### src/frt_pkg.sv
// ----------------------------------------------------------------------------
// frt_pkg
// Shared constants and types for the fragment reassembly tracker.
// ----------------------------------------------------------------------------
package frt_pkg;

    localparam int MAX_FRAGS    = 8;
    localparam int FRAG_PAYLOAD = 1400;
    localparam int BUFFER_BYTES = 10000;
    localparam int HEADER_BYTES = 10;

    localparam int ID_W      = 32;
    localparam int HDR_W     = 16;
    localparam int STATUS_W  = 3;
    localparam int ACKFRAG_W = 3;
    localparam int OFFSET_W  = 14;
    localparam int LENGTH_W  = 11;

    localparam int S_FIELDS_W = ID_W + 4 * HDR_W;
    localparam int S_TDATA_W  = ((S_FIELDS_W + 7) / 8) * 8;
    localparam int M_FIELDS_W = STATUS_W + 1 + ID_W + ACKFRAG_W + 1 + OFFSET_W + LENGTH_W + 1;
    localparam int M_TDATA_W  = ((M_FIELDS_W + 7) / 8) * 8;

    typedef enum logic [STATUS_W-1:0] {
        ST_STORED     = 3'd0,
        ST_DUPLICATE  = 3'd1,
        ST_OUT_BOUNDS = 3'd2,
        ST_MALFORMED  = 3'd3,
        ST_MISMATCH   = 3'd4
    } status_t;

    typedef struct packed {
        logic [HDR_W-1:0] datagram_bytes;
        logic [HDR_W-1:0] payload_bytes;
        logic [HDR_W-1:0] fragment_total;
        logic [HDR_W-1:0] fragment_index;
        logic [ID_W-1:0]  message_id;
    } frag_hdr_t;

    typedef struct packed {
        logic                 message_done;
        logic [LENGTH_W-1:0]  store_length;
        logic [OFFSET_W-1:0]  store_offset;
        logic                 store_write;
        logic [ACKFRAG_W-1:0] ack_fragment;
        logic [ID_W-1:0]      ack_message_id;
        logic                 ack_send;
        status_t              status;
    } frag_res_t;

endpackage

### src/fragment_reassembly_tracker.sv
// ----------------------------------------------------------------------------
// fragment_reassembly_tracker
// Checks fragment headers, tracks received fragments of one message in a
// bitmap and issues acknowledgement, payload store and completion results.
// ----------------------------------------------------------------------------
// Pipeline: a request is registered in an input stage, evaluated, and its
// result is registered in an output stage before the result handshake.
// Throughput: one request per cycle unless the output stalls; the tracker
// state and bitmap update in the same cycle the registered header is evaluated.
// Reset: aresetn synchronous active low; clears the tracker and both
// handshake stages.
module fragment_reassembly_tracker #(
    parameter int MAX_FRAGS    = frt_pkg::MAX_FRAGS,
    parameter int FRAG_PAYLOAD = frt_pkg::FRAG_PAYLOAD,
    parameter int BUFFER_BYTES = frt_pkg::BUFFER_BYTES
) (
    input  logic                           aclk,
    input  logic                           aresetn,
    input  logic                           s_tvalid,
    output logic                           s_tready,
    // message_id, fragment_index, fragment_total, payload_bytes, datagram_bytes
    input  logic [frt_pkg::S_TDATA_W-1:0]  s_tdata,
    output logic                           m_tvalid,
    input  logic                           m_tready,
    // status, ack_send, ack_message_id, ack_fragment, store_write,
    // store_offset, store_length, message_done
    output logic [frt_pkg::M_TDATA_W-1:0]  m_tdata
);

    localparam int EXP_W = $clog2(MAX_FRAGS + 1);
    localparam int IDX_W = (MAX_FRAGS > 1) ? $clog2(MAX_FRAGS) : 1;
    localparam int H_W   = frt_pkg::HDR_W;

    logic                  in_valid_reg;
    frt_pkg::frag_hdr_t    in_hdr_reg;
    logic                  out_valid_reg;
    frt_pkg::frag_res_t    out_res_reg;
    frt_pkg::frag_res_t    res_next;

    logic                  active_reg,   active_next;
    logic [frt_pkg::ID_W-1:0] tracked_reg, tracked_next;
    logic [EXP_W-1:0]      expected_reg, expected_next;
    logic [MAX_FRAGS-1:0]  map_reg,      map_next;
    logic [EXP_W-1:0]      tally_reg,    tally_next;

    logic                  advance;
    logic                  malformed;
    logic                  restart;
    logic [H_W-1:0]        exp_eff;
    logic [MAX_FRAGS-1:0]  map_eff;
    logic [EXP_W-1:0]      tally_eff;
    logic [2*H_W-1:0]      offset;
    logic [2*H_W:0]        end_byte;
    logic                  in_bounds;
    logic [MAX_FRAGS-1:0]  frag_bit;
    logic                  seen;

    assign advance  = in_valid_reg && (!out_valid_reg || m_tready);
    assign s_tready = !in_valid_reg || advance;
    assign m_tvalid = out_valid_reg;
    assign m_tdata  = frt_pkg::M_TDATA_W'(out_res_reg);

    always_comb begin
        malformed = (in_hdr_reg.fragment_total == '0)
            || (in_hdr_reg.fragment_total > H_W'(MAX_FRAGS))
            || (in_hdr_reg.fragment_index >= in_hdr_reg.fragment_total)
            || ({1'b0, in_hdr_reg.payload_bytes} > (H_W+1)'(FRAG_PAYLOAD))
            || ({1'b0, in_hdr_reg.datagram_bytes} !=
                ({1'b0, in_hdr_reg.payload_bytes} + (H_W+1)'(frt_pkg::HEADER_BYTES)));

        restart   = !active_reg || (tracked_reg != in_hdr_reg.message_id);
        exp_eff   = restart ? in_hdr_reg.fragment_total : H_W'(expected_reg);
        map_eff   = restart ? '0 : map_reg;
        tally_eff = restart ? '0 : tally_reg;

        offset    = {{H_W{1'b0}}, in_hdr_reg.fragment_index} * (2*H_W)'(FRAG_PAYLOAD);
        end_byte  = {1'b0, offset} + (2*H_W+1)'(in_hdr_reg.payload_bytes);
        in_bounds = end_byte <= (2*H_W+1)'(BUFFER_BYTES);
        frag_bit  = MAX_FRAGS'(1) << in_hdr_reg.fragment_index[IDX_W-1:0];
        seen      = (map_eff & frag_bit) != '0;

        active_next   = active_reg;
        tracked_next  = tracked_reg;
        expected_next = expected_reg;
        map_next      = map_reg;
        tally_next    = tally_reg;

        res_next                = '0;
        res_next.status         = frt_pkg::ST_MALFORMED;

        if (!malformed) begin
            active_next   = 1'b1;
            tracked_next  = in_hdr_reg.message_id;
            expected_next = EXP_W'(exp_eff);
            map_next      = map_eff;
            tally_next    = tally_eff;

            if (in_hdr_reg.fragment_total != exp_eff) begin
                res_next.status = frt_pkg::ST_MISMATCH;
            end else begin
                res_next.ack_send       = 1'b1;
                res_next.ack_message_id = in_hdr_reg.message_id;
                res_next.ack_fragment   = in_hdr_reg.fragment_index[frt_pkg::ACKFRAG_W-1:0];
                if (!in_bounds) begin
                    res_next.status = frt_pkg::ST_OUT_BOUNDS;
                end else if (seen) begin
                    res_next.status = frt_pkg::ST_DUPLICATE;
                end else begin
                    res_next.status       = frt_pkg::ST_STORED;
                    res_next.store_write  = 1'b1;
                    res_next.store_offset = offset[frt_pkg::OFFSET_W-1:0];
                    res_next.store_length =
                        in_hdr_reg.payload_bytes[frt_pkg::LENGTH_W-1:0];
                    map_next   = map_eff | frag_bit;
                    tally_next = tally_eff + EXP_W'(1);
                end
                if (H_W'(tally_next) == exp_eff) begin
                    res_next.message_done = 1'b1;
                    active_next   = 1'b0;
                    tracked_next  = '0;
                    expected_next = '0;
                    map_next      = '0;
                    tally_next    = '0;
                end
            end
        end
    end

    always_ff @(posedge aclk) begin
        if (!aresetn) begin
            in_valid_reg  <= 1'b0;
            out_valid_reg <= 1'b0;
            active_reg    <= 1'b0;
            tracked_reg   <= '0;
            expected_reg  <= '0;
            map_reg       <= '0;
            tally_reg     <= '0;
        end else begin
            if (s_tready) begin
                in_valid_reg <= s_tvalid;
            end
            if (advance) begin
                out_valid_reg <= 1'b1;
                active_reg    <= active_next;
                tracked_reg   <= tracked_next;
                expected_reg  <= expected_next;
                map_reg       <= map_next;
                tally_reg     <= tally_next;
            end else if (m_tready) begin
                out_valid_reg <= 1'b0;
            end
        end
    end

    always_ff @(posedge aclk) begin
        if (s_tready && s_tvalid) begin
            in_hdr_reg <= s_tdata[frt_pkg::S_FIELDS_W-1:0];
        end
        if (advance) begin
            out_res_reg <= res_next;
        end
    end

endmodule
### config.mk
export PLATFORM = sky130hd
export DESIGN_NAME = fragment_reassembly_tracker
export DESIGN_NICKNAME = d
export VERILOG_FILES = /design/src/frt_pkg.sv /design/src/fragment_reassembly_tracker.sv
export SDC_FILE = /design/constraint.sdc
export NUM_CORES = 1
export LEC_CHECK = 0
export ABC_CLOCK_PERIOD_IN_PS = 17200
export BUFFER_PORTS_ARGS = -buffer_cell sky130_fd_sc_hd__buf_2
export CAP_MARGIN = 20
export CORE_ASPECT_RATIO = 1.25
export CORE_MARGIN = 5
export CORE_UTILIZATION = 25
export CTS_BUF_LIST = sky130_fd_sc_hd__clkbuf_8
export DETAILED_ROUTE_END_ITERATION = 7
export GPL_TIMING_DRIVEN = 1
export SYNTH_ARGS = -nofsm -noshare
export SYNTH_HDL_FRONTEND = slang
export SYNTH_SLANG_ARGS = --single-unit
### constraint.sdc
create_clock -name aclk -period 17.2 [get_ports aclk]
set_input_delay 2.58 -clock aclk [delete_from_list [all_inputs] [get_ports aclk]]
set_output_delay 2.58 -clock aclk [all_outputs]
set_load 0.05 [all_outputs]
==> results.ini, run 1 <==
[run_status]
status=complete, no violations

[die]
start_util_pct=25.34
die_x_um=212.7
core_sq_mm=0.05065
dieArea_sq_mm=0.05599
boundaryPins=174
row_count=92
fp.dieH_um=263.3

[sta]
relSlewSlack_pct=28.67
finalCritPeriodShare_pct=45.87
final.setup_skew_ns=0.06133
final.setup.tns_ns=0
period_minus_slack_ns=7.890
finalSetupViolations=0
worst_hold_slack_ns=0.4832
fmax_ghz=0.1267
rsz0062_at_grt=false
hold_viol=0
maxSlewViolCount=0
tightestPinTransition_ns=1.070

[clock_network]
cts_hold_buf=0
post_cts_buffers=0
clk_latency_ns=0.60
cts_resized=0
cts_htree_levels=2
cts_sinks=210
cts_buffers=38
root_buffer=clkbuf_8
clkTransAtPathRegs_ns=0.06
cts.path.max_buffers=3
cts_tree=done

[worst_setup_path]
r2r_start=in_hdr_reg[34]$_DFFE_PP_
rr_worst_depth=27
start_kind=register
cpLargestDelayFamily=compound AO/OA/AOI/OAI gates
ff2ff_setup_slack_ns=9.31
crit_buf_inv=2
cpPeakStageDelay_ns=0.87
worstSetupEndpointType=register
crit_slowest_cell=o211a_1
path_max_fanout=34
worstSetupPathType=register to register
crit_start=in_hdr_reg[34]$_DFFE_PP_
reg2reg_to=tracked_reg[22]$_SDFFE_PN0P_
worstPathArrival_ns=8.37
critPathRequiredTime_ns=17.68

[power]
netSwitchingFraction_pct=42.98
switchingPower_w=0.0009762
pwr-share-comb_pct=52.4
ir_worst_vdd_mv=0.08257
powerDensity_mw_per_mm2=149.6
power_frac_seq_pct=26.0
p_int_w=0.001295
p_leak_nw=6.558
p_clk_share_pct=21.6

[cells_and_area]
nNetsFinal=1563
final_cell_mix=buf_2 (165), edfxtp_1 (159), inv_1 (137)
drive_above_1_share_pct=18.73
largest_reg_flops=96
layout_commonest_cell=buf_2
area_growth_pct=18.30

[global_routing]
top_usage_layer=met2
grt_use_total_pct=12.64
grt_max_degree=65
antenna_found_initial=0
grt_pass1_vias=9520
grt_pass1_wl_um=54920
grt_use_met1_pct=14.93
overflow=0
use_met3_pct=2.358
use_met2_pct=22.90

[job]
max-cap-violations=0

[logic_synthesis]
synth-edff-count=159
async_reset_ff_share_pct=0
netlist_area_sq_mm=0.01283
ys_types=78
avgSynthCellArea_sq_um=11.44
ys_ff_latch=210
ys_seq_area_share_pct=45.16
syn_inst=1122
ys.flop_type=edfxtp_1
yosysWarnings=0

[routing]
detailedRoute.firstPassIterationCount=5
vias_per_cell=4.646
drt_iter0_drc=448
vias=9265
antenna_left=0
wl_per_cell_um=18.17
drt_wl_total_um=36240
post-route-drc-count=0

[worst_hold_path]
hp-start=active_reg$_SDFFE_PN0P_
holdPathStages=1
min_delay_worst_endpoint=active_reg$_SDFFE_PN0P_
min_path_type=register to register

[place]
numPortBuffers=164
gp_congestion=0.8872
dp.final_hpwl_um=27930

[cell type report]
class                      instances  area, sq um
fill                            5229        35470
clock buffer                      40        550.5
multi-input combinational        752         6382
tap                              658        823.3
antenna                            1        2.502
timing repair buffer             173        905.9
clock inverter                    29        230.2
sequential                       210         5796
inverter                         131        491.7
[Yosys cell counts, types with 18 or more instances]
cell type	instances	area share [%]
nor2_1	38	1.1
fa_1	54	8.4
clkbuf_1	22	0.64
nand2_1	49	1.4
and3_1	58	2.8
nand4_1	18	0.88
a21oi_1	39	1.5
inv_1	131	3.8
a21o_1	25	1.5
ha_1	103	10
xnor2_1	35	2.4
dfxtp_1	51	8.0
o21ai_0	25	0.97
a22o_1	44	3.0
nor4_1	21	1.0
xor2_1	43	2.9
edfxtp_1	159	37
[layer usage]
layer	vias up	wire length (um)	share of wire, %
li1	4456	-	-
met1	4486	14460	40
met2	267	18920	52
met3	56	1889	5.2
met4	0	968	2.7
met5	-	0	0
[kinds of logic (layout without fill, tap and decap cells)]
family	after synthesis	in the layout	share of synthesized area (%)
AND/OR/NAND/NOR	273	273	11.95
XOR/XNOR	78	78	5.323
adder cells (fa/ha/maj)	157	157	18.47
AO/OA/AOI/OAI	230	230	13.16
multiplexers	5	5	0.4290
flip-flops	210	210	45.16
buffers and inverters	168	373	5.479
other	1	10	0.02922
[power groups by stage]
stage,registers [W],clock network [W],logic [W]
after floorplan,0.000619,0,0.000880
after global placement,0.000601,0,0.00117
after detailed placement,0.000602,0,0.00118
after CTS,0.000591,0.000516,0.00119
after global routing,0.000593,0.000537,0.00131
final,0.000590,0.000491,0.00119
[worst register-to-register path: stages (launching register included)]
cell and delay, ns:
edfxtp_1 0.55, ha_1 0.31, fa_1 0.48, inv_1 0.05, fa_1 0.46, fa_1 0.56
inv_1 0.05, ha_1 0.35, a21o_1 0.21, a21oi_2 0.18, nand2_1 0.10, a31oi_1 0.26
o21ai_0 0.19, xor2_1 0.19, ha_1 0.38, and4_1 0.25, nand2_1 0.06, a21oi_1 0.18
o22ai_1 0.16, nor4b_4 0.36, and2_2 0.24, a31oi_1 0.11, o31ai_2 0.26, and3_1 0.30
nand4_1 0.20, nand3_4 0.20, o211a_1 0.88, a22o_1 0.26
[metrics by stage]
stage / total power, W / util (%) / worst slack [ns] / area [sq um] / instances
after floorplan: 0.001500 / - / 10.01 / 12860 / 1130
after global placement: 0.001773 / 28.36 / 9.664 / 14370 / 1922
after detailed placement: 0.001785 / 28.36 / 9.416 / 14370 / 1922
after CTS: 0.002297 / 29.91 / 9.285 / 15150 / 1991
after global routing: 0.002439 / 29.97 / 8.702 / 15180 / 1993
final: 0.002271 / 29.98 / 9.310 / 15180 / 1994
[how the worst max path moves through the flow]
stage / slack, ns / depth (start not counted) / end
finish: 9.31 / 27 / tracked_reg[22]$_SDFFE_PN0P_
global route: 8.70 / 26 / tracked_reg[22]$_SDFFE_PN0P_
CTS: 9.29 / 27 / tracked_reg[26]$_SDFFE_PN0P_
detailed placement: 9.42 / 27 / tracked_reg[6]$_SDFFE_PN0P_
global placement: 9.66 / 27 / tracked_reg[12]$_SDFFE_PN0P_
floorplan: 10.01 / 7 / expected_reg[3]$_SDFFE_PN0P_
(Power assumes the default switching activity.)
==> inputs of run 2 (changes only) <==
--- a/config.mk
+++ b/config.mk
@@ -5,7 +5,7 @@
 export SDC_FILE = /design/constraint.sdc
 export NUM_CORES = 1
 export LEC_CHECK = 0
-export ABC_CLOCK_PERIOD_IN_PS = 17200
+export ABC_CLOCK_PERIOD_IN_PS = 6450
 export BUFFER_PORTS_ARGS = -buffer_cell sky130_fd_sc_hd__buf_2
 export CAP_MARGIN = 20
 export CORE_ASPECT_RATIO = 1.25
==> constraint.sdc (replaced) <==
create_clock -name aclk -period 6.45 [get_ports aclk]
set_input_delay 0.9675 -clock aclk [delete_from_list [all_inputs] [get_ports aclk]]
set_output_delay 0.9675 -clock aclk [all_outputs]
set_load 0.05 [all_outputs]
==> run 2 against run 1 <==
Effect of this change: the run now ends with negative setup slack left; flip-flop and latch count stayed put; non-clock buffer count is 97 higher; routed wire length is 1.4% lower; register-to-register slack worse by 9.4 ns; setup slack worse by 9.4 ns; largest cell class unchanged.
==> results.ini, run 2 (synthesis gave the netlist of run 1 again) <==
[routing]
drt_iter0_drc=394  ; -12%
post-route-drc-count=0  ; unchanged
vias_per_cell=4.645  ; about the same
wl_per_cell_um=17.09  ; -5.9%
vias=9708  ; +4.8%
detailedRoute.firstPassIterationCount=5  ; unchanged
drt_wl_total_um=35720  ; -1.4%
antenna_left=0  ; unchanged

[power]
p_total_w=0.007290  ; +220%
pwr-share-comb_pct=60.1  ; +7.7 points
power_frac_seq_pct=21.5  ; -4.5 points
ir_worst_vdd_mv=0.3287  ; +300%
switchingPower_w=0.003009  ; +210%
p_int_w=0.004281  ; +230%
netSwitchingFraction_pct=41.28  ; -1.7 points
p_leak_nw=7.116  ; +8.5%
p_clk_share_pct=18.4  ; -3.2 points
powerDensity_mw_per_mm2=443.0  ; +200%

[cells_and_area]
area_growth_pct=28.21
largest_reg_flops=96  ; unchanged
final_cells=2090  ; +4.8%
layout_commonest_cell=buf_2
final_cell_mix=buf_2 (164), edfxtp_1 (159), inv_1 (137)
design_area_sq_mm=0.01645  ; +8.4%
postLayoutCoreUtil_pct=32.49  ; +2.5 points
nFillCells=5160  ; -1.3%
nNetsFinal=1661  ; +6.3%
antenna_cells=0  ; -1
drive_above_1_share_pct=28.70  ; +10 points

[place]
dp.final_hpwl_um=27170  ; -2.7%
numPortBuffers=164  ; unchanged
dpl-instance-area_sq_mm=0.01505  ; +4.8%
place_inst=2005  ; +4.3%
gp_congestion=0.8532  ; -3.8%

[clock_network]
cts_hold_buf=0  ; unchanged
cts_htree_levels=2  ; unchanged
clk_latency_ns=0.59  ; about the same
cts_sinks=210  ; unchanged
clkTransAtPathRegs_ns=0.06  ; about the same
cts.path.max_buffers=3  ; unchanged
root_buffer=clkbuf_8
cts_tree=done
cts_buffers=38  ; unchanged

[die]
boundaryPins=174  ; unchanged
row_count=92  ; unchanged
fp.dieH_um=263.3  ; unchanged
dieArea_sq_mm=0.05599  ; unchanged
core_sq_mm=0.05065  ; unchanged
start_util_pct=25.34  ; unchanged
die_x_um=212.7  ; unchanged

[global_routing]
grt_use_met1_pct=15.28  ; +0.34 points
use_met3_pct=2.191  ; -0.17 points
grt_use_total_pct=12.37  ; -0.27 points
antenna_found_initial=0  ; unchanged
grt_max_degree=64  ; -1.5%
grt_pass1_wl_um=55090  ; +0.30%
grt_pass1_vias=10190  ; +7.0%
use_met2_pct=21.26  ; -1.6 points
overflow=0  ; unchanged
top_usage_layer=met2

[worst_hold_path]
min_path_type=register to register
holdPathStages=1  ; unchanged
min_delay_worst_endpoint=active_reg$_SDFFE_PN0P_
hp-start=active_reg$_SDFFE_PN0P_

[sta]
finalCritPeriodShare_pct=101.3  ; +55 points
setup_slack_ns=-0.08342  ; -9.393 ns
hold_viol=0  ; unchanged
finalSetupViolations=45  ; +45
maxSlewViolCount=0  ; unchanged
rsz0062_at_grt=true
relSlewSlack_pct=35.01  ; +6.3 points
tightestPinTransition_ns=0.9503  ; -0.1197 ns
worst_hold_slack_ns=0.4823  ; -0.0008790 ns
final.setup_skew_ns=0.03044  ; -0.03090 ns
period_minus_slack_ns=6.533  ; -1.357 ns
fmax_ghz=0.1531  ; +21%

[worst_setup_path]
ff2ff_setup_slack_ns=-0.08  ; -9.39 ns
cpPeakStageDelay_ns=0.52  ; -0.35 ns
cpMostUsedCell=fa_1
worstSetupPathType=register to register
r2r_start=in_hdr_reg[38]$_DFFE_PP_
crit_slowest_cell=fa_1
worstPathArrival_ns=7.05  ; -1.32 ns
worstSetupEndpointType=register
critPathRequiredTime_ns=6.96  ; -10.72 ns
path_max_fanout=7  ; -79%
rr_worst_depth=22  ; -19%
reg2reg_to=map_reg[5]$_SDFFE_PN0P_
start_kind=register
cp_cell_sequence=buf_4, buf_4, ha_1, fa_1, fa_1, inv_1, fa_1, inv_1, ha_1, nand4_1, nor3_1, or3_1, or2_1, o311a_1, and4_4, a311o_1, o21ai_2, and4b_1, mux2_4, a41oi_2, o21a_2, a22o_1

[run_status]
violations=negative setup slack
status=complete, but fails checks

[job]
max-cap-violations=0  ; unchanged

[run 2: cell count changes in the layout (fill, tap and decap cells not counted), sizes merged]
cell and change:
clkinv -11, inv +7, o21a +1, bufinv +1
clkbuf +3, diode -1, buf +96
[run 2: area by class of cell]
cell class                 instances  area (sq um)  share of cell area [%]
timing repair buffer             270          1728                   10.50
sequential                       210          5796                   35.22
clock buffer                      42         578.1                   3.513
inverter                         131         496.7                   3.019
clock inverter                    26         220.2                   1.338
multi-input combinational        753          6813                   41.40
tap                              658         823.3                   5.003
[run 2: timing repair]
item,in CTS,in global routing
setup endpoints to repair,73,75
setup buffers,4,10
gates cloned,1,2
resized for setup,22,78
pin swaps,20,35
[run 2: worst max-delay path: cells and delay by family (launching register included)]
kind	cells	cell delay, ns
multiplexers	1	0.33
flip-flops	1	0.51
AND/OR/NAND/NOR	6	1.45
AO/OA/AOI/OAI	6	1.51
buffers and inverters	4	0.42
adder cells (fa/ha/maj)	5	2.24
[run 2: how the worst max path moves through the flow]
stage / end / from / slack (ns)
final: map_reg[5]$_SDFFE_PN0P_ / in_hdr_reg[38]$_DFFE_PP_ / -0.08
after global routing: map_reg[5]$_SDFFE_PN0P_ / in_hdr_reg[35]$_DFFE_PP_ / -0.36
after CTS: tracked_reg[19]$_SDFFE_PN0P_ / in_hdr_reg[35]$_DFFE_PP_ / -0.09
after detailed placement: map_reg[5]$_SDFFE_PN0P_ / in_hdr_reg[35]$_DFFE_PP_ / -0.39
after global placement: map_reg[5]$_SDFFE_PN0P_ / in_hdr_reg[34]$_DFFE_PP_ / -0.21
after floorplan: tracked_reg[7]$_SDFFE_PN0P_ / in_hdr_reg[33]$_DFFE_PP_ / 0.01
[run 2: stage by stage]
step / worst slack (ns) / TNS, ns
2_1_floorplan: 0.01089 / 0
3_3_place_gp: -0.2135 / -7.142
3_5_place_dp: -0.3899 / -16.14
4_1_cts: -0.09150 / -3.472
5_1_grt: -0.3596 / -18.63
6_report: -0.08342 / -2.793
[run 2: layer usage]
layer	wire length, um	share of wire, %
met4	1378	3.9
met1	14990	42
met3	1746	4.9
met2	17610	49
met5	0	0
[run 2: power groups by stage]
stage / Clock [W] / Combinational, W / Sequential (W)
after floorplan: 0 / 0.00241 / 0.00165
after global placement: 0 / 0.00374 / 0.00160
after detailed placement: 0 / 0.00377 / 0.00160
after CTS: 0.00139 / 0.00396 / 0.00157
after global routing: 0.00144 / 0.00480 / 0.00158
final: 0.00134 / 0.00438 / 0.00157
